===== config.mk =====
export PLATFORM = sky130hd
export DESIGN_NAME = grm_div
export DESIGN_NICKNAME = d
export VERILOG_FILES = /design/src/hw/rtl/grm_pkg.sv /design/src/hw/rtl/grm_div.sv
export SDC_FILE = /design/constraint.sdc
export NUM_CORES = 1
export LEC_CHECK = 0
export ABC_AREA = 1
export BUFFER_PORTS_ARGS = -buffer_cell sky130_fd_sc_hd__buf_2
export CORE_MARGIN = 1
export CORE_UTILIZATION = 40
export CTS_CLUSTER_SIZE = 24
export DETAILED_ROUTE_END_ITERATION = 6
export PLACE_DENSITY_LB_ADDON = 0.12
export SETUP_SLACK_MARGIN = 0.5
export SLEW_MARGIN = 10
export SYNTH_ARGS = -nofsm -noshare
export SYNTH_HDL_FRONTEND = slang
export SYNTH_SLANG_ARGS = --single-unit

===== constraint.sdc =====
create_clock -name clk -period 2.5 [get_ports clk]
set_input_delay 0.25 -clock clk [delete_from_list [all_inputs] [get_ports clk]]
set_output_delay 0.25 -clock clk [all_outputs]
set_load 0.01 [all_outputs]

===== src/hw/rtl/grm_pkg.sv =====
// Shared types and constants for the grid ray marcher.
// Used by grm_div, grm_sqrt and grid_ray_march; depends on nothing.
package grm_pkg;

  // Position words: signed Q.5 pixels, wide enough for one long step past the grid.
  localparam int POS_W  = 29;
  localparam int CFG_W  = 7;
  localparam int CS_W   = 12;
  localparam int DIR_W  = 16;
  localparam int PROD_W = CS_W + DIR_W;
  localparam int MAG_W  = 28;
  localparam int SQ_W   = 34;
  localparam int LEN_W  = 17;
  localparam int LA_W   = 9;

  localparam logic [CFG_W-1:0] CFG_RESET = 7'd16;
  localparam logic [CFG_W-1:0] CS_MIN    = 7'd1;
  localparam logic [CFG_W-1:0] CS_MAX    = 7'd64;
  localparam logic [LEN_W-1:0] LEN_MAX   = 17'h1FFFF;

  // Serial divider geometry.
  localparam int DIV_NW = 29;
  localparam int DIV_DW = 16;
  localparam int DIV_CW = 5;

  // Configuration port.
  localparam int APB_AW = 3;
  localparam int APB_DW = 32;
  localparam logic REG_CELL_SIZE = 1'b0;

  typedef enum logic {
    CMD_MAP  = 1'b0,
    CMD_CAST = 1'b1
  } cmd_t;

  typedef enum logic [1:0] {
    STOP_WALL  = 2'd0,
    STOP_OUT   = 2'd1,
    STOP_LIMIT = 2'd2
  } stop_t;

  typedef enum logic [4:0] {
    ST_CLEAR,
    ST_IDLE,
    ST_TOP,
    ST_DIVX,
    ST_DIVY,
    ST_RDW,
    ST_MUL,
    ST_CMP,
    ST_DIVS,
    ST_LA,
    ST_LDX,
    ST_LDY,
    ST_LRDW,
    ST_SQ1,
    ST_SQ2,
    ST_SQ3,
    ST_SQW,
    ST_OUT
  } st_t;

  typedef struct packed {
    logic              start;
    logic [DIV_NW-1:0] dividend;
    logic [DIV_DW-1:0] divisor;
    logic [DIV_CW-1:0] nbits;
  } div_req_t;

  typedef struct packed {
    logic              done;
    logic [DIV_NW-1:0] quot;
    logic [DIV_DW-1:0] rem;
  } div_rsp_t;

endpackage


===== src/hw/rtl/grm_div.sv =====
// Restoring serial divider, one quotient bit per cycle, variable bit count.
// Depends on grm_pkg for the request and response types.
module grm_div (
  input  logic              clk,
  input  logic              rst_n,
  input  grm_pkg::div_req_t req,
  output grm_pkg::div_rsp_t rsp
);

  localparam int NW = grm_pkg::DIV_NW;
  localparam int DW = grm_pkg::DIV_DW;
  localparam int CW = grm_pkg::DIV_CW;
  localparam logic [CW:0] NW_L = (CW + 1)'(NW);

  logic          busy_r, busy_nxt;
  logic          done_r, done_nxt;
  logic [CW-1:0] cnt_r, cnt_nxt;
  logic [DW-1:0] rem_r, rem_nxt;
  logic [DW-1:0] d_r, d_nxt;
  logic [NW-1:0] low_r, low_nxt;
  logic [NW-1:0] q_r, q_nxt;
  logic [DW:0]   trial;
  logic          ge;

  // The dividend's upper part, below the divisor by contract, seeds the remainder.
  always_comb begin
    busy_nxt = busy_r;
    done_nxt = 1'b0;
    cnt_nxt  = cnt_r;
    rem_nxt  = rem_r;
    d_nxt    = d_r;
    low_nxt  = low_r;
    q_nxt    = q_r;
    trial    = {rem_r, low_r[NW-1]};
    ge       = trial >= {1'b0, d_r};
    if (req.start) begin
      busy_nxt = 1'b1;
      rem_nxt  = DW'(req.dividend >> req.nbits);
      low_nxt  = req.dividend << (NW_L - {1'b0, req.nbits});
      q_nxt    = '0;
      cnt_nxt  = req.nbits;
      d_nxt    = req.divisor;
    end else if (busy_r) begin
      rem_nxt = ge ? DW'(trial - {1'b0, d_r}) : DW'(trial);
      q_nxt   = {q_r[NW-2:0], ge};
      low_nxt = {low_r[NW-2:0], 1'b0};
      cnt_nxt = cnt_r - CW'(1);
      if (cnt_r == CW'(1)) begin
        busy_nxt = 1'b0;
        done_nxt = 1'b1;
      end
    end
  end

  always_ff @(posedge clk) begin
    if (!rst_n) begin
      busy_r <= 1'b0;
      done_r <= 1'b0;
    end else begin
      busy_r <= busy_nxt;
      done_r <= done_nxt;
    end
  end

  always_ff @(posedge clk) begin
    cnt_r <= cnt_nxt;
    rem_r <= rem_nxt;
    d_r   <= d_nxt;
    low_r <= low_nxt;
    q_r   <= q_nxt;
  end

  assign rsp.done = done_r;
  assign rsp.quot = q_r;
  assign rsp.rem  = rem_r;

  // A new request must not land on a division in flight.
  a_no_restart: assert property (@(posedge clk) disable iff (!rst_n)
    req.start |-> !busy_r)
    else $error("divider restarted while busy");

  a_done_after_busy: assert property (@(posedge clk) disable iff (!rst_n)
    done_r |-> $past(busy_r))
    else $error("divider done without a division");

  a_count_live: assert property (@(posedge clk) disable iff (!rst_n)
    busy_r |-> (cnt_r != '0))
    else $error("divider busy with an empty count");

endmodule


==> results.yml <==
hold_path:
  hp-start: "req[20]"
  hold_path_class: "in2reg"
global_routing:
  met3_usage_pct: 3.89
  grtUsageMet1_pct: 32.3
  grt_pass1_vias: 6925
  busiest_layer: "met2"
  grtUsageTotal_pct: 25.1
  grt_remaining_overflow: 0
  grt_pass1_wl_um: 35700
  grt_max_degree: 34
  grtUsageMet2_pct: 42.8
  antenna_found_initial: 0
floorplan:
  core_um2: 17400
  rows: 48
  pin_count: 99
  die_width_um: 135
  initial_core_util_pct: 41.0
  die_y_um: 135
  dieArea_um2: 18300
setup_path:
  required_ps: 2630
  r2r_start: "rem_r[8]$_DFFE_PP_"
  cp_max_fo: 8
  cp-start-kind: "register"
  endpoint_kind: "register"
  arrival_ps: 2260
  crit_type: "reg2reg"
  startpoint: "rem_r[8]$_DFFE_PP_"
finish:
  drive_gt1_share_pct: 22.5
  fill_cells: 1724
  final_nets: 1270
  diodes: 0
  area_growth_pct: 26.8
pwr:
  p_seq_share_pct: 31.1
  p_int_mw: 4.02
  ir_drop_mv: 0.434
  pwr-share-clk_pct: 21.7
  sw_frac_of_total_pct: 40.7
  power.switching_mw: 2.75
  cellPowerDensity_nw_per_um2: 750
  p_total_mw: 6.77
  combPwrFrac_pct: 47.2
  p_leak_nw: 4.46
timing:
  hold_violations: 0
  period_needed_ps: 2140
  fin_worst_skew_ps: 13.6
  tightestPinTransition_ps: 888
  setup_tns_ps: 0
  final-setup-viol-count: 0
  rsz0062_at_grt: "yes"
  post-route-period-util_pct: 85.6
  drv_slew: 0
  slew_headroom_pct: 40.6
  fmax_mhz: 468
synth:
  synth.most_common_cell: "nand2_1"
  synth_top_family_by_area: "simple AND/OR/NAND/NOR gates"
  synth-warning-count: 0
  yosys.area_share.simple_pct: 37.5
  synth_edf_count: 66
  syn_inst: 1072
  synth_compound_area_share_pct: 9.52
  synth_mux_area_share_pct: 0
  synthXorXnorAreaFrac_pct: 1.58
  syn_area_per_cell_um2: 6.64
  ys.flop_type: "edfxtp_1"
  netlist_area_um2: 7120
  synth_commonest_cells: "nand2_1 (426), nand3_1 (158), inv_1 (135)"
  synth_fp_nets: 1145
  synth_top_area_share_pct: 27.8
  synthTopCellsByArea: "edfxtp_1 (28%), nand2_1 (22%), nand3_1 (11%)"
  synth.distinct_cells: 43
  synth-seq-cells: 97
  synth_fa_ha_area_share_pct: 3.62
  yosysSeqAreaShare_pct: 36.5
  async_reset_ff_share_pct: 0
  synth_top_area_cell: "edfxtp_1"
clock_tree:
  clock-sinks: 97
  clockBufferDepth: 2
  cts_root_buf: "clkbuf_16"
  clk_latency_ps: 370
  cts_tree: "built"
  hold_buffers: 0
  numCtsBuffers: 9
  clk_pin_slew_worst_paths_ps: 90
  cts.htree.levels: 3
placement:
  io_buffers: 98
  dp_hpwl_um: 15900
  gp_congestion: 0.935
drt:
  routed_wl_um: 22300
  drc_errors: 0
  first_iter_violations: 577
  final_antenna_net_count: 0
  wire_per_inst_um: 15.6
  firstDrtPassIters: 5
  vias: 7401
  vias_per_cell: 5.19
run:
  cap_violations: 0
run_status:
  status: "finished, final reports clean"
-- worst paths after layout --
| path | cells past startpoint | end | slack [ps] |
|---|---|---|---|
| worst min-delay path | 1 | d_r[15]$_DFFE_PP_ | 50 |
| worst max-delay path | 12 | rem_r[4]$_DFFE_PP_ | 360 |
| worst min register to register | 2 | q_r[28]$_SDFFE_PP0P_ | 490 |
| worst max register to register | 12 | rem_r[4]$_DFFE_PP_ | 360 |
-- power by group through the flow --
stage | Clock (mW) | Combinational (mW) | Sequential, mW
floorplan | 0 | 1.55 | 2.11
global placement | 0 | 2.21 | 2.10
detailed placement | 0 | 2.19 | 2.11
CTS | 1.50 | 2.93 | 2.09
global route | 1.55 | 3.51 | 2.12
finish | 1.47 | 3.20 | 2.10
-- repair_timing --
item,CTS,global route
setup endpoints to repair,17,17
setup buffers,36,4
resized for setup,67,30
gates cloned,6,0
pin swaps,19,23
-- cells by family (layout without fill, tap and decap cells) --
family | Yosys count | after routing
flip-flops | 97 | 97
XOR/XNOR | 12 | 12
AO/OA/AOI/OAI | 113 | 113
AND/OR/NAND/NOR | 637 | 641
adder cells (fa/ha/maj) | 20 | 20
buffers and inverters | 193 | 319
-- routing by layer --
metal  vias up  part of all wire [%]
met5         -                     0
met4         0                   2.5
met3        32                   4.4
met2       214                    48
met1      3407                    45
li1       3748                     -
-- critical path, stage by stage, from the launching register on --
cell and delay, ps:
edfxtp_1 500, ha_4 340, buf_4 120, nand2_2 70, inv_2 80, nand2_4 70, nor3_4 120, buf_6 150
nand2_8 100, nand2_8 140, nand2_1 60, nand3_1 70, nand2_1 60
-- through the flow --
| stage | hold WS (ps) | instances | util, % | instance area [um^2] | setup WS, ps |
|---|---|---|---|---|---|
| 6_report | 51.2 | 1427 | 52.0 | 9030 | 361 |
| 5_1_grt | 41.3 | 1427 | 52.0 | 9030 | 284 |
| 4_1_cts | 42.7 | 1423 | 51.1 | 8870 | 448 |
| 3_5_place_dp | 428 | 1365 | 45.1 | 7830 | 123 |
| 3_3_place_gp | 427 | 1365 | 45.1 | 7830 | 96.0 |
| 2_1_floorplan | 349 | 1072 | - | 7140 | 513 |
-- registers in the layout (all words and copies together), names as in the netlist --
register and cells:
rem_r 16, q_r 29, low_r 29, busy_r 1
d_r 16, done_r 1, cnt_r 5
-- cell type report --
class | instances | area [um^2] | area share [%]
Clock inverter | 7 | 86.3 | 0.956
Sequential cell | 97 | 2600 | 28.8
Clock buffer | 9 | 225 | 2.49
Multi-Input combinational cell | 786 | 4210 | 46.6
Tap cell | 225 | 282 | 3.12
Timing Repair Buffer | 163 | 1090 | 12.1
Inverter | 140 | 531 | 5.87
-- cells in the final DEF (no fill, tap or decap), types with 17 or more instances in the layout --
master	n
nand2_1	396
nand3_1	146
inv_1	128
buf_2	98
edfxtp_1	66
buf_4	55
dfxtp_1	31
o22ai_1	28
o21ai_0	25
nor2_1	25
nand2_2	24
a21oi_1	18
o21ai_1	17
No activity file was read; power rests on OpenSTA's default activity.
