$ cat config.mk
export PLATFORM = sky130hd
export DESIGN_NAME = grm_ram
export DESIGN_NICKNAME = d
export VERILOG_FILES = /design/src/hw/rtl/grm_ram.sv
export SDC_FILE = /design/constraint.sdc
export NUM_CORES = 1
export LEC_CHECK = 0
export BUFFER_PORTS_ARGS = -buffer_cell sky130_fd_sc_hd__buf_2
export CELL_PAD_IN_SITES_DETAIL_PLACEMENT = 1
export CELL_PAD_IN_SITES_GLOBAL_PLACEMENT = 2
export CORE_ASPECT_RATIO = 0.6
export CORE_MARGIN = 1
export CORE_UTILIZATION = 47
export DETAILED_ROUTE_END_ITERATION = 10
export PLACE_DENSITY_LB_ADDON = 0.05
export SETUP_SLACK_MARGIN = 0.02
export SYNTH_ARGS = -nofsm -noshare
export SYNTH_HDL_FRONTEND = slang
export SYNTH_SLANG_ARGS = --single-unit
$ cat constraint.sdc
create_clock -name clk -period 3.5 [get_ports clk]
set_input_delay 0.175 -clock clk [delete_from_list [all_inputs] [get_ports clk]]
set_output_delay 0.175 -clock clk [all_outputs]
set_load 0.01 [all_outputs]
$ cat src/hw/rtl/grm_ram.sv
// Generic single-port-write, single-port-read RAM with a registered read.
// Stand-alone; no package needed.
module grm_ram #(
  parameter int WIDTH = 1,
  parameter int DEPTH = 1024
) (
  input  logic                     clk,
  input  logic                     we,
  input  logic [$clog2(DEPTH)-1:0] waddr,
  input  logic [WIDTH-1:0]         wdata,
  input  logic [$clog2(DEPTH)-1:0] raddr,
  output logic [WIDTH-1:0]         rdata
);

  logic [WIDTH-1:0] mem [DEPTH];
  logic [WIDTH-1:0] rdata_r;

  // Write port and registered read port.
  always_ff @(posedge clk) begin
    if (we) begin
      mem[waddr] <= wdata;
    end
    rdata_r <= mem[raddr];
  end

  assign rdata = rdata_r;

endmodule

==> results of run 1 <==
[power groups by stage]
stage	clock [mW]	combinational (mW)	sequential, mW
after floorplan	0	0.782	13.8
after global placement	0	1.47	13.8
after detailed placement	0	1.50	13.8
after CTS	10.8	1.51	13.5
after global routing	11.2	1.60	13.5
final	10.7	1.53	13.5
[cells by family after synthesis]
group | Yosys count | synth area share [%]
buffers and inverters | 309 | 3.30
AOI/OAI and AO/OA | 178 | 2.83
and+or+nand+nor | 1260 | 11.2
DFF | 1025 | 68.9
muxes | 340 | 13.7
[area by class of cell]
class	count	area share (%)
clock inverter	65	1.07
multi-input combinational	1778	25.1
inverter	6	0.0450
tap	1246	3.12
timing repair buffer	206	3.95
clock buffer	117	5.17
sequential	1025	61.5
[per-layer routing]
| metal | share of wire (%) | up-vias | global-route usage (%) | wire length, µm |
|---|---|---|---|---|
| li1 | - | 11500 | - | - |
| met1 | 44 | 14900 | 46.6 | 64300 |
| met2 | 44 | 1295 | 45.0 | 63800 |
| met3 | 10 | 178 | 7.22 | 14700 |
| met4 | 2.2 | 0 | 7.02 | 3240 |
| met5 | 0 | - | 0 | 0 |
[how the worst min path moves through the flow]
stage / startpoint / cells past startpoint / slack, ns / end
finish: wdata / 1 / 0.04 / mem[748]
global route: wdata / 1 / 0.08 / mem[748]
CTS: waddr[3] / 3 / 0.05 / mem[687]
detailed placement: raddr[6] / 2 / 0.64 / rdata
global placement: waddr[1] / 2 / 0.67 / mem[821]
floorplan: wdata / 0 / 0.27 / mem[0]
[worst max-delay path: cells and delay by family (launching register included)]
family	cells	cell delay (ns)
multiplexers	2	0.95
AO/OA/AOI/OAI	3	0.88
buffers and inverters	2	0.39
flip-flops	1	0.37
AND/OR/NAND/NOR	2	0.23
[sequential cells by signal (all words and copies together), names as in the netlist]
signal / cells
mem: 1024
rdata: 1
[what timing repair did]
action	CTS	global route
setup endpoints to repair	0	0
hold buffers	8	0
endpoints found under the hold margin	5	0
[stage by stage]
stage	power, mW	setup slack, ns	cells	hold WS, ns
floorplan	14.6	1.05	3112	0.274
global placement	15.2	-0.0420	4253	0.668
detailed placement	15.3	0.0390	4253	0.645
CTS	25.9	0.557	4443	0.0468
global route	26.3	0.389	4443	0.0773
finish	25.7	0.561	4443	0.0418
[cells in the final DEF (no fill, tap or decap), types with 5 or more instances in the layout]
| cell type | count |
|---|---|
| a2111oi_0 | 6 |
| a21oi_1 | 37 |
| a22oi_1 | 17 |
| and2_1 | 6 |
| buf_12 | 35 |
| buf_2 | 20 |
| buf_4 | 140 |
| bufinv_16 | 8 |
| clkbuf_1 | 16 |
| clkbuf_16 | 101 |
| clkinv_1 | 30 |
| clkinv_2 | 16 |
| clkinvlp_4 | 5 |
| dlygate4sd3_1 | 8 |
| edfxtp_1 | 1024 |
| mux2i_1 | 123 |
| mux4_1 | 14 |
| mux4_2 | 200 |
| nand2_1 | 80 |
| nand2_2 | 6 |
| nand2b_1 | 7 |
| nand3_1 | 13 |
| nand3_2 | 24 |
| nand4_1 | 10 |
| nor2_1 | 1036 |
| nor2b_1 | 11 |
| nor3_1 | 37 |
| nor3b_1 | 8 |
| nor4_1 | 5 |
| o21ai_0 | 11 |
| o221ai_1 | 49 |
| o22ai_1 | 28 |
==> metrics.cfg, run 1 <==
[routing]
wirelength_um=146000
drtIter0Drc=3619
post_drt_wl_per_cell_um=32.9
detail-route-antenna-nets=0
via_per_inst=6.28
vias=27900
dr.pass1.iters=6
drc=0

[place]
dp_hpwl_um=82700
placed_cell_area_um2=46800
port_buffers=23
globalplace.congestion=0.828

[setup_path]
setup.worst_path.class=reg2reg
r2r_setup_slack_ns=0.56
reg2reg_to=rdata
endpoint_kind=register
cp_slowest_stage_delay_ns=0.59
worst_ep_required_time_ns=4.07
path_cells=mux4_2 > mux4_2 > nand2b_1 > a311oi_1 > buf_4 > nor3_1 > buf_4 > a32oi_1 > o2111ai_1
crit_end=rdata
cp_max_fo=2
worstSetupStartpoint=mem[443]
r2r_cells=9
cpMaxStageDelayCell=a311oi_1
r2r_start=mem[443]
cp-start-kind=register
crit_arrival_ns=3.51

[pwr]
internal_power_mw=19.9
combPwrFrac_pct=5.9
pwr-share-clk_pct=41.6
peakVddDrop_mv=0.555
swShare_pct=22.7
power_density_nw_per_um2=515
seqPwrFrac_pct=52.5
p_leak_nw=15.1
p_sw_mw=5.85

[yosys]
syn_area_um2=44700
yosys.cell_count.top_type=nor2_1
synth_commonest_cells=1,036 x nor2_1, 1,024 x edfxtp_1, 200 x mux4_2
synth_top_area_cell=edfxtp_1
seq_area_frac_synth_pct=68.9
ys_types=56
synthArstFlopShare_pct=0
synth_nets=3135
syn_area_per_cell_um2=14.3
yosysTopAreaCellShare_pct=68.9
synth_edf_count=1024
ys_ff_latch=1025
postSynthCellCount=3112
yosys_warnings=0
synth_ff_type=edfxtp_1
synthTopCellsByArea=edfxtp_1 69%, mux4_2 10%, nor2_1 8.7%

[clock_tree]
clockBufferDepth=3
cts-buffers-inserted=99
ctsResizeCount=0
cts.clk_slew.worst_paths_ns=0.06
cts_root_buf=clkbuf_16
htree_num_levels=3
cts_tree=yes
clkLatencyLatePin_ns=0.70
cts_setup_buffers=0
cts_num_sinks=1025

[global_route]
grt_pass1_vias=27900
grt_pass1_wl_um=206000
grt_usage_pct=30.7
antenna_found_initial=8
grt_overflow=0
grt_start_max_net_pins=130

[final_layout]
multi_input_area_um2=12600
final_util_pct=53.2
nNetsFinal=3139
insertedDiodeCount=0
area_growth_pct=12.0
postLayoutCellArea_um2=50000
drive_gt1_share_pct=18.0
ff_latch_area_um2=30800
nFillCells=9005

[sta]
fin_tns_setup_ns=0
slew_headroom_pct=4.21
slew_viol_final=0
max_freq_mhz=340
setup-violations-final=0
rsz0062_at_grt=no
clock_skew_ns=0.0281
hold_violations=0
timing.final.crit_share_pct=84.0
tightestPinTransition_ns=1.43
timing.final.crit_period_ns=2.94

[die]
initial_core_util_pct=47.5
rows=87
core_um2=94100
die_w_um=400
die_y_um=241
io-pin-count=24
dieArea_um2=96300

[run]
drv_cap=0

[status]
status=completed

[min_path]
min_path_type=in2reg

Note: power is estimated with default switching activity, not from simulation.
==> run 2: changes to the inputs <==
==> constraint.sdc (replaced) <==
create_clock -name clk -period 2.79 [get_ports clk]
set_input_delay 0.1395 -clock clk [delete_from_list [all_inputs] [get_ports clk]]
set_output_delay 0.1395 -clock clk [all_outputs]
set_load 0.01 [all_outputs]
==> run 2 against run 1 <==
Count of clock-buffer cells in the layout grew 12. Sequential power is 25% higher. Final area is 1.3% higher. Setup slack lost 0.44 ns. Hold slack worse by 0.016 ns. Die area stayed put. Sequential share of layout area fell by 0.78 points. Routed wire length is 0.83% higher. Combinational power rose by 33%. Core utilization up 0.68 points. Critical endpoint unchanged. Largest power group unchanged.
==> metrics.cfg, run 2 (synthesis results as in run 1) <==
[status]
status=completed

[global_route]
antenna_found_initial=8
grt_overflow=0
grt_usage_pct=30.9
grt_pass1_wl_um=207000
grt_pass1_vias=28000
grt_start_max_net_pins=120

[place]
dp_hpwl_um=85900
port_buffers=23
placed_cell_area_um2=47600
globalplace.congestion=0.863
place_ws_ns=-0.246

[clock_tree]
clkLatencyLatePin_ns=0.70
cts_setup_buffers=0
cts_tree=yes
cts_num_sinks=1025
cts.clk_slew.worst_paths_ns=0.06
cts_root_buf=clkbuf_16
htree_num_levels=3
cts-buffers-inserted=96
clockBufferDepth=3

[final_layout]
nFillCells=9028
ff_latch_area_um2=30800
postLayoutCellArea_um2=50600
drive_gt1_share_pct=19.9
largest_reg_flops=1024
area_growth_pct=13.4
final_cell_mix=1,036 x nor2_1, 1,024 x edfxtp_1, 211 x buf_4
largest-register=mem
final_common_cell=nor2_1
final_util_pct=53.8
multi_input_area_um2=12600
nNetsFinal=3217

[sta]
timing.final.crit_share_pct=95.7
hold_violations=0
setup-violations-final=0
tightestPinTransition_ns=1.23
rsz0062_at_grt=no
slew_headroom_pct=17.9
max_freq_mhz=375
fin_ws_ns=0.121
slew_viol_final=0
fin_tns_setup_ns=0
clock_skew_ns=0.0248
timing.final.crit_period_ns=2.67

[die]
die_w_um=400
rows=87
die_y_um=241
io-pin-count=24
core_um2=94100
initial_core_util_pct=47.5
dieArea_um2=96300

[setup_path]
worst_ep_required_time_ns=3.36
cp_slowest_stage_delay_ns=0.48
r2r_start=mem[263]
path_cells=mux4_2 > mux4_2 > mux2i_1 > o21ai_0 > nor2_1 > buf_4 > nor3_1 > buf_4 > a32oi_1 > o2111ai_1
crit_arrival_ns=3.24
cp_max_fo=2
r2r_setup_slack_ns=0.12
cp-start-kind=register
cpMaxStageDelayCell=mux4_2
r2r_cells=10
endpoint_kind=register
setup.worst_path.class=reg2reg
reg2reg_to=rdata

[routing]
detail-route-antenna-nets=0
drtIter0Drc=3694
vias=28200
via_per_inst=6.26
dr.pass1.iters=5
post_drt_wl_per_cell_um=32.6
drc=0
wirelength_um=147000

[min_path]
min_to=mem[980]
min_path_type=in2reg
holdPathStages=1
hp-start=wdata

[run]
drv_cap=0

[pwr]
p_leak_nw=15.4
peakVddDrop_mv=0.537
p_total_mw=32.1
power_density_nw_per_um2=634

## run 2: worst max path at each step
| stage | start | endpoint | slack, ns | depth (start not counted) |
|---|---|---|---|---|
| global placement | raddr[0] | rdata | -0.30 | 11 |
| detailed placement | raddr[0] | rdata | -0.25 | 11 |
| global route | mem[826] | rdata | 0.03 | 9 |
| finish | mem[263] | rdata | 0.12 | 10 |
| floorplan | raddr[0] | rdata | 0.38 | 10 |
| CTS | mem[831] | rdata | 0.07 | 9 |
## run 2: final cells by class
cell class              instances  share of cell area (%)
multi-input cells            1778                    24.8
flip-flops and latches       1025                    60.8
clock buffers                 129                    5.11
inverters                       6                  0.0445
well taps                    1246                    3.08
repair buffers                287                    5.37
diodes                          1                 0.00494
clock inverters                42                   0.798
## run 2: timing repair
item,CTS,global route
hold buffers,7,0
hold endpoints to repair,7,0
gates resized for setup,0,7
setup endpoints to repair,0,1
## run 2: critical path: cells and delay by family (launching register included)
kind | cells | cell delay, ns
AOI/OAI and AO/OA | 3 | 0.42
buffers and inverters | 2 | 0.28
DFF | 1 | 0.37
muxes | 3 | 1.26
and+or+nand+nor | 2 | 0.20
## run 2: per-stage QoR
step	hold slack (ns)	std cells
6_report	0.0263	4514
5_1_grt	0.0221	4513
4_1_cts	0.00195	4513
3_5_place_dp	0.637	4335
3_3_place_gp	0.628	4335
2_1_floorplan	0.238	3112
## run 2: metal layers
metal	part of all wire (%)	routed length [µm]	track usage, %	vias to the layer above
met1	43	63800	45.7	15100
met5	0	0	0	-
met3	10	15200	8.38	208
li1	-	-	-	11600
met4	2.3	3370	7.93	0
met2	44	64900	45.5	1256
## run 2: power by group
group	internal (mW)	total, mW	switching [mW]
Clock	7.23	13.1	5.88
Sequential	16.9	16.9	0.00686
Combinational	0.747	2.04	1.29
Total	24.9	32.1	7.18
