**src/hw/rtl/grm_pkg.sv**
```systemverilog
// Shared types and constants for the grid ray marcher.
// Used by grm_div, grm_sqrt and grid_ray_march; depends on nothing.
package grm_pkg;

  // Position words: signed Q.5 pixels, wide enough for one long step past the grid.
  localparam int POS_W  = 29;
  localparam int CFG_W  = 7;
  localparam int CS_W   = 12;
  localparam int DIR_W  = 16;
  localparam int PROD_W = CS_W + DIR_W;
  localparam int MAG_W  = 28;
  localparam int SQ_W   = 34;
  localparam int LEN_W  = 17;
  localparam int LA_W   = 9;

  localparam logic [CFG_W-1:0] CFG_RESET = 7'd16;
  localparam logic [CFG_W-1:0] CS_MIN    = 7'd1;
  localparam logic [CFG_W-1:0] CS_MAX    = 7'd64;
  localparam logic [LEN_W-1:0] LEN_MAX   = 17'h1FFFF;

  // Serial divider geometry.
  localparam int DIV_NW = 29;
  localparam int DIV_DW = 16;
  localparam int DIV_CW = 5;

  // Configuration port.
  localparam int APB_AW = 3;
  localparam int APB_DW = 32;
  localparam logic REG_CELL_SIZE = 1'b0;

  typedef enum logic {
    CMD_MAP  = 1'b0,
    CMD_CAST = 1'b1
  } cmd_t;

  typedef enum logic [1:0] {
    STOP_WALL  = 2'd0,
    STOP_OUT   = 2'd1,
    STOP_LIMIT = 2'd2
  } stop_t;

  typedef enum logic [4:0] {
    ST_CLEAR,
    ST_IDLE,
    ST_TOP,
    ST_DIVX,
    ST_DIVY,
    ST_RDW,
    ST_MUL,
    ST_CMP,
    ST_DIVS,
    ST_LA,
    ST_LDX,
    ST_LDY,
    ST_LRDW,
    ST_SQ1,
    ST_SQ2,
    ST_SQ3,
    ST_SQW,
    ST_OUT
  } st_t;

  typedef struct packed {
    logic              start;
    logic [DIV_NW-1:0] dividend;
    logic [DIV_DW-1:0] divisor;
    logic [DIV_CW-1:0] nbits;
  } div_req_t;

  typedef struct packed {
    logic              done;
    logic [DIV_NW-1:0] quot;
    logic [DIV_DW-1:0] rem;
  } div_rsp_t;

endpackage

```
**src/hw/rtl/grm_sqrt.sv**
```systemverilog
// Integer square root, one result bit per cycle, floor rounding.
// Depends on grm_pkg for the operand and result widths.
module grm_sqrt (
  input  logic                       clk,
  input  logic                       rst_n,
  input  logic                       start,
  input  logic [grm_pkg::SQ_W-1:0]   value,
  output logic                       done,
  output logic [grm_pkg::LEN_W-1:0]  root
);

  localparam int SW = grm_pkg::SQ_W;
  localparam int RW = SW + 1;

  logic          busy_r, busy_nxt;
  logic          done_r, done_nxt;
  logic [SW-1:0] op_r, op_nxt;
  logic [RW-1:0] res_r, res_nxt;
  logic [RW-1:0] one_r, one_nxt;
  logic [RW-1:0] sum;

  // Classic digit-by-digit root; the trial bit walks down two places a cycle.
  always_comb begin
    busy_nxt = busy_r;
    done_nxt = 1'b0;
    op_nxt   = op_r;
    res_nxt  = res_r;
    one_nxt  = one_r;
    sum      = res_r + one_r;
    if (start) begin
      busy_nxt = 1'b1;
      op_nxt   = value;
      res_nxt  = '0;
      one_nxt  = RW'(1) << (SW - 2);
    end else if (busy_r) begin
      if ({1'b0, op_r} >= sum) begin
        op_nxt  = SW'({1'b0, op_r} - sum);
        res_nxt = (res_r >> 1) + one_r;
      end else begin
        res_nxt = res_r >> 1;
      end
      one_nxt = one_r >> 2;
      if (one_r == RW'(1)) begin
        busy_nxt = 1'b0;
        done_nxt = 1'b1;
      end
    end
  end

  always_ff @(posedge clk) begin
    if (!rst_n) begin
      busy_r <= 1'b0;
      done_r <= 1'b0;
    end else begin
      busy_r <= busy_nxt;
      done_r <= done_nxt;
    end
  end

  always_ff @(posedge clk) begin
    op_r  <= op_nxt;
    res_r <= res_nxt;
    one_r <= one_nxt;
  end

  assign done = done_r;
  assign root = res_r[grm_pkg::LEN_W-1:0];

  // The trial bit is a single bit for the whole of a run.
  a_one_hot: assert property (@(posedge clk) disable iff (!rst_n)
    busy_r |-> $onehot(one_r))
    else $error("root trial bit not one-hot");

  a_no_restart: assert property (@(posedge clk) disable iff (!rst_n)
    start |-> !busy_r)
    else $error("root unit restarted while busy");

  a_done_after_busy: assert property (@(posedge clk) disable iff (!rst_n)
    done_r |-> $past(busy_r))
    else $error("root done without a run");

endmodule

```
**config.mk**
```make
export PLATFORM = sky130hd
export DESIGN_NAME = grm_sqrt
export DESIGN_NICKNAME = d
export VERILOG_FILES = /design/src/hw/rtl/grm_pkg.sv /design/src/hw/rtl/grm_sqrt.sv
export SDC_FILE = /design/constraint.sdc
export NUM_CORES = 1
export LEC_CHECK = 0
export BUFFER_PORTS_ARGS = -buffer_cell sky130_fd_sc_hd__buf_2
export CORE_MARGIN = 8
export CORE_UTILIZATION = 30
export CTS_CLUSTER_SIZE = 14
export DETAILED_ROUTE_END_ITERATION = 10
export SKIP_CTS_REPAIR_TIMING = 1
export SLEW_MARGIN = 20
export SYNTH_ARGS = -nofsm -noshare
export SYNTH_HDL_FRONTEND = slang
export SYNTH_SLANG_ARGS = --single-unit
```
**constraint.sdc**
```tcl
create_clock -name clk -period 7.3 [get_ports clk]
set_input_delay 0.365 -clock clk [delete_from_list [all_inputs] [get_ports clk]]
set_output_delay 0.365 -clock clk [all_outputs]
set_load 0.02 [all_outputs]
```
==> results of run 1 <==
## placed cells by master, fill, tap and decap left out, types with 9 or more instances in the layout
| cell | n |
|---|---|
| nor3_1 | 27 |
| a211oi_1 | 28 |
| nor2_1 | 111 |
| o21a_1 | 9 |
| o31ai_1 | 16 |
| inv_1 | 22 |
| o21bai_1 | 12 |
| a21oi_1 | 64 |
| a21o_1 | 14 |
| xnor2_1 | 47 |
| nand2_1 | 78 |
| mux2i_1 | 23 |
| nand3_1 | 15 |
| dfxtp_1 | 53 |
| ha_1 | 70 |
| buf_2 | 53 |
| nand2b_1 | 9 |
| xor2_1 | 32 |
| o21ai_0 | 68 |
| a31oi_1 | 23 |
| edfxtp_1 | 34 |
| nand4_1 | 12 |
| clkbuf_16 | 13 |
## stage by stage
step                      cells  utilization
after global placement     1264        0.321
after global routing       1279        0.334
after floorplan             930            -
after CTS                  1279        0.334
after detailed placement   1264        0.321
final                      1279        0.334
## final timing paths
| kind | start | to | slack [ps] |
|---|---|---|---|
| setup / recovery | res_r[2] | op_r[30] | 1570 |
| hold / removal | rst_n | busy_r | 250 |
| setup reg to reg | res_r[2] | op_r[30] | 1570 |
| hold reg to reg | res_r[0] | res_r[0] | 520 |
## layout make-up
class,instances,area (um2)
Inverter,22,82.6
Fill cell,2654,16700
Timing Repair Buffer,61,325
Clock buffer,15,333
Tap cell,330,413
Multi-Input combinational cell,763,5110
Sequential cell,88,2100
## routing by layer
metal  up-vias  track usage  wire length [um]
li1       3469            -                 -
met1      3193        0.168              9410
met2       156        0.224              9690
met3        18       0.0365              1340
met4         0       0.0360               282
met5         -            0                 0
## logic make-up after synthesis
group	Yosys count	share of synthesized area
flip-flops	88	0.277
XOR/XNOR	79	0.0911
AND/OR/NAND/NOR	301	0.184
adder cells (fa/ha/maj)	71	0.118
multiplexers	27	0.0362
buffers and inverters	79	0.0504
AO/OA/AOI/OAI	285	0.243
## where the power goes
part | leakage, nW | total [mW] | switching [mW] | internal [mW]
logic | 2.25 | 1.53 | 0.914 | 0.612
registers | 0.783 | 0.781 | 0.109 | 0.672
clock network | 0.163 | 0.518 | 0.205 | 0.313
total | 3.19 | 2.83 | 1.23 | 1.60
## state kept, by name (all words and copies together), names as in the netlist
| register | cells |
|---|---|
| one_r | 17 |
| op_r | 34 |
| res_r | 35 |
| busy_r | 1 |
| done | 1 |
## worst min-delay path, stage by stage
cell	delay, ps
buf_2	100
o21ai_0	60
nor2_1	40
==> run metrics, run 1 <==
outcome=finished, final reports clean; Worst Clk Skew=between 8 and 9 ps; Die W=~180 um; Worst Path Max Fanout=34; Rows=between 50 and 60; Overall Global Routing Usage=0.135; cell area after layout=approximately 8400 um2; Syn Inst Count=930; post-place instance area=between 8000 and 9000 um2; max-cap viol count=0; ys flop type=dfxtp_1; share of cells above drive strength 1=0.0969; CTS tree=yes; overall power=approximately 2.8 mW; Vias=roughly 7000; First-pass DRT Iterations=4; Core Area=between 20000 and 30000 um2; Slew headroom=0.497; I/O Buffers=54; clock buffer depth=2; GP Congestion=slightly below 0.9; worst path arrival time=approximately 5700 ps; Data required, critical path=between 7000 and 8000 ps; number of synthesized flops with an enable pin=34; endpoints failing hold=0; cts bufs inserted=9; Syn Nets=1038; most frequent cell after synthesis=nor2_1; RSZ-0062 raised after global routing=false; Syn Std Cell Area=approximately 7600 um2; post-route DRC violation count=0; sequential area share after synthesis=0.277; largest net degree at the start of global routing=between 70 and 80; residual overflow from global routing=0; die area=approximately 30000 um2; Root Buffer=clkbuf_16; Die Span Y=approximately 180 um; Tcrit/Tclk final=0.785; P per Cell Area=approximately 340 nW/um2; vias per cell=5.34; FF+latch count, synth=slightly below 90; IO Pins=between 50 and 60; Clock H-tree levels=3; worst vdd ir=around 0.00015 V; Post-Route WL=~21000 um; Fmax=between 150 and 200 MHz; CP Class=reg -> reg; diode count=0; Reg clk slew, reported paths=60 ps; final hold slack=about 250 ps; Worst-Skew Late Latency=between 300 and 400 ps; Final WS setup=between 1500 and 2000 ps; Starting DRT DRC Count=about 420; Worst setup SP type=flip-flop; sum of negative setup slack=0 ps; largest cells by area after synthesis=dfxtp_1 (14%), edfxtp_1 (13%), ha_1 (12%); Crit path largest cell delay=~520 ps; Area Growth Syn to Fin=10.2%; worst hold-check path type=in -> reg; syn avg cell area=~8.2 um2; Worst Reg-to-Reg Cells=19; leading area contributor after synthesis=dfxtp_1; DP HPWL=15600 um; Worst-Margin Slew=754 ps; setup slack after placement=1650 ps; post-synthesis cell type count=63; Leak=3.19 nW; Post-synth top cells=nor2_1 (111), nand2_1 (78), ha_1 (70); nets=1053; initial antenna violation count=0; Post-DRT Antenna Nets=0; Tmin final=roughly 5700 ps; Yosys top cell area share=0.142; cell depth of the worst setup path=19; Buf/Inv on CP=2; Crit. End Element=flip-flop; CP delay by family, top=compound AO/OA/AOI/OAI gates; setup violators final=0; initial core utilization=0.303; fin. max-slew vios=0; CP most frequent cell=nor2_1; fraction of registers with async set/reset=0; YS warnings=0; Num Clock Sinks=a little under 90; Hold Crit Depth=3; CP cell instances=ha_1 > a311o_1 > a41oi_1 > o31ai_1 > a21oi_1 > nor2b_1 > nor2_1 > nor2_1 > xor2_1 > ha_1 > nand4_2 > or4_4 > a211oi_1 > a211oi_1 > o31a_1 > buf_4 > nor2_1 > a21o_1 > buf_4; first-pass GRT wire length=33900 um; Critical Path Slowest Stage Cell=or4_4; vias in the first global route=approximately 6600; wire per inst=approximately 16 um
Note: power is estimated with default switching activity, not from simulation.
==> inputs of run 2 (changes only) <==
==> constraint.sdc (replaced) <==
create_clock -name clk -period 5.2 [get_ports clk]
set_input_delay 0.26 -clock clk [delete_from_list [all_inputs] [get_ports clk]]
set_output_delay 0.26 -clock clk [all_outputs]
set_load 0.02 [all_outputs]
==> run 2 against run 1 <==
Compared with the run above: sequential power is 36% higher; combinational power is 52% higher; fmax up 15%; critical endpoint is now res_r[12]; sequential share of layout area shrank 0.86 points.
==> run metrics, run 2 (synthesized netlist as in run 1, its figures left out) <==
most flop-heavy register=res_r; fin. max-slew vios=0 (unchanged); CP Class=reg -> reg; max reg flops=35 (unchanged); post-place instance area=8290 um2 (+3.1%); residual overflow from global routing=0 (unchanged); Worst Reg-to-Reg Cells=20 (+1); Tcrit/Tclk final=0.956 (+0.171); First-pass DRT Iterations=5 (+1); vias per cell=5.32 (-0.38%); endpoints failing hold=0 (unchanged); Post-Route WL=20800 um (+0.41%); nets=1083 (+2.8%); GP Congestion=0.898 (+3.7%); setup slack after placement=-117 ps (-1770 ps); fin util=0.347 (+0.0123); first-pass GRT wire length=33600 um (-0.85%); DP HPWL=15800 um (+1.5%); Core Area=25000 um2 (unchanged); clock buffer depth=2 (unchanged); Root Buffer=clkbuf_16; CTS tree=yes; most frequent cells in the layout=nor2_1 (111), nand2_1 (78), o21ai_0 (67); IO Pins=55 (unchanged); Post-DRT Antenna Nets=0 (unchanged); Final WS setup=230 ps (-1340 ps); Data required, critical path=5420 ps (-1870 ps); Num Clock Sinks=88 (unchanged); Area Growth Syn to Fin=14.2%; Slew headroom=0.426 (-0.0710); Leak=3.34 nW (+4.5%); setup violators final=0 (unchanged); Die W=175 um (unchanged); I/O Buffers=54 (unchanged); largest net degree at the start of global routing=79 (+5.3%); P per Cell Area=462 nW/um2 (+37%); Overall Global Routing Usage=0.134 (-0.000968); worst path arrival time=5190 ps (-530 ps); initial core utilization=0.303 (unchanged); worst hold-check path type=in -> reg; Clock H-tree levels=3 (unchanged); Tmin final=4970 ps (-761 ps); Vias=6975 (+2.0%); cell area after layout=8680 um2 (+3.7%); worst vdd ir=0.000263 V (+77%); diode count=0 (unchanged); Worst-Skew Late Latency=350 ps (about the same); initial antenna violation count=0 (unchanged); Worst-Margin Slew=861 ps (+106 ps); Reg clk slew, reported paths=70 ps (about the same); cts bufs inserted=9 (unchanged); Fmax=201 MHz (+15%); Seq. cell area=2110 um2 (+0.12%); commonest non-fill, non-tap cell in the layout=nor2_1; Worst Clk Skew=7.81 ps (-0.483 ps); Top Registers=res_r x35, op_r x34, one_r x17; Rows=58 (unchanged); Worst Path Max Fanout=25 (-26%); Starting DRT DRC Count=507 (+22%); Layout fillers=2634 (-0.75%); Hold Crit Depth=3 (unchanged); multi-input logic area=5210 um2 (+1.9%); post-route DRC violation count=0 (unchanged); vias in the first global route=6487 (-1.8%); Worst setup SP type=flip-flop; max-cap viol count=0 (unchanged); Crit. End Element=flip-flop; share of cells above drive strength 1=0.145 (+0.0480); Die Span Y=175 um (unchanged); die area=30700 um2 (unchanged); wire per inst=15.9 um (-2.0%); outcome=finished, final reports clean
[run 2: stage by stage]
stage	std cells	TNS, ps	hold WS [ps]	power [mW]
finish	1310	0	150	4.01
global route	1310	-40.3	150	4.33
CTS	1307	-129	135	3.96
detailed placement	1291	-117	515	3.31
global placement	1291	0	506	3.30
floorplan	930	0	402	2.76
[run 2: report_power, final]
group	internal, mW	switching [mW]
Combinational	0.982	1.35
Clock	0.325	0.293
Sequential	0.942	0.114
Total	2.25	1.76
[run 2: worst max-delay path: stages (launching register included)]
cell	delay (ps)
dfxtp_1	360
ha_1	350
a21o_1	220
a41oi_2	180
o31ai_2	330
a21oi_1	140
nor2b_2	190
nor2_1	80
nor2_1	50
xor2_1	150
ha_2	400
nand4_2	170
or4_4	540
nand2b_1	160
o2111ai_1	110
a211oi_2	80
o31a_1	390
buf_12	180
a2111oi_2	200
a211oi_1	90
a2111oi_1	420
[run 2: final timing paths]
path                  from        end  slack, ps
hold / removal       rst_n     busy_r        150
hold reg to reg   res_r[0]   res_r[0]        520
setup / recovery  one_r[4]  res_r[12]        230
setup reg to reg  one_r[4]  res_r[12]        230
[run 2: layout make-up]
cell class | count | area share
clock buffer | 11 | 0.0268
tap | 330 | 0.0476
timing repair buffer | 91 | 0.0692
multi-input combinational | 763 | 0.601
inverter | 22 | 0.00952
sequential | 88 | 0.243
clock inverter | 5 | 0.00360
[run 2: per-layer routing]
layer,share of wire,up-vias,GRT usage
met5,0,-,0
met4,0.012,0,0.0311
met3,0.043,16,0.0287
met2,0.47,129,0.221
met1,0.48,3299,0.175
li1,-,3531,-
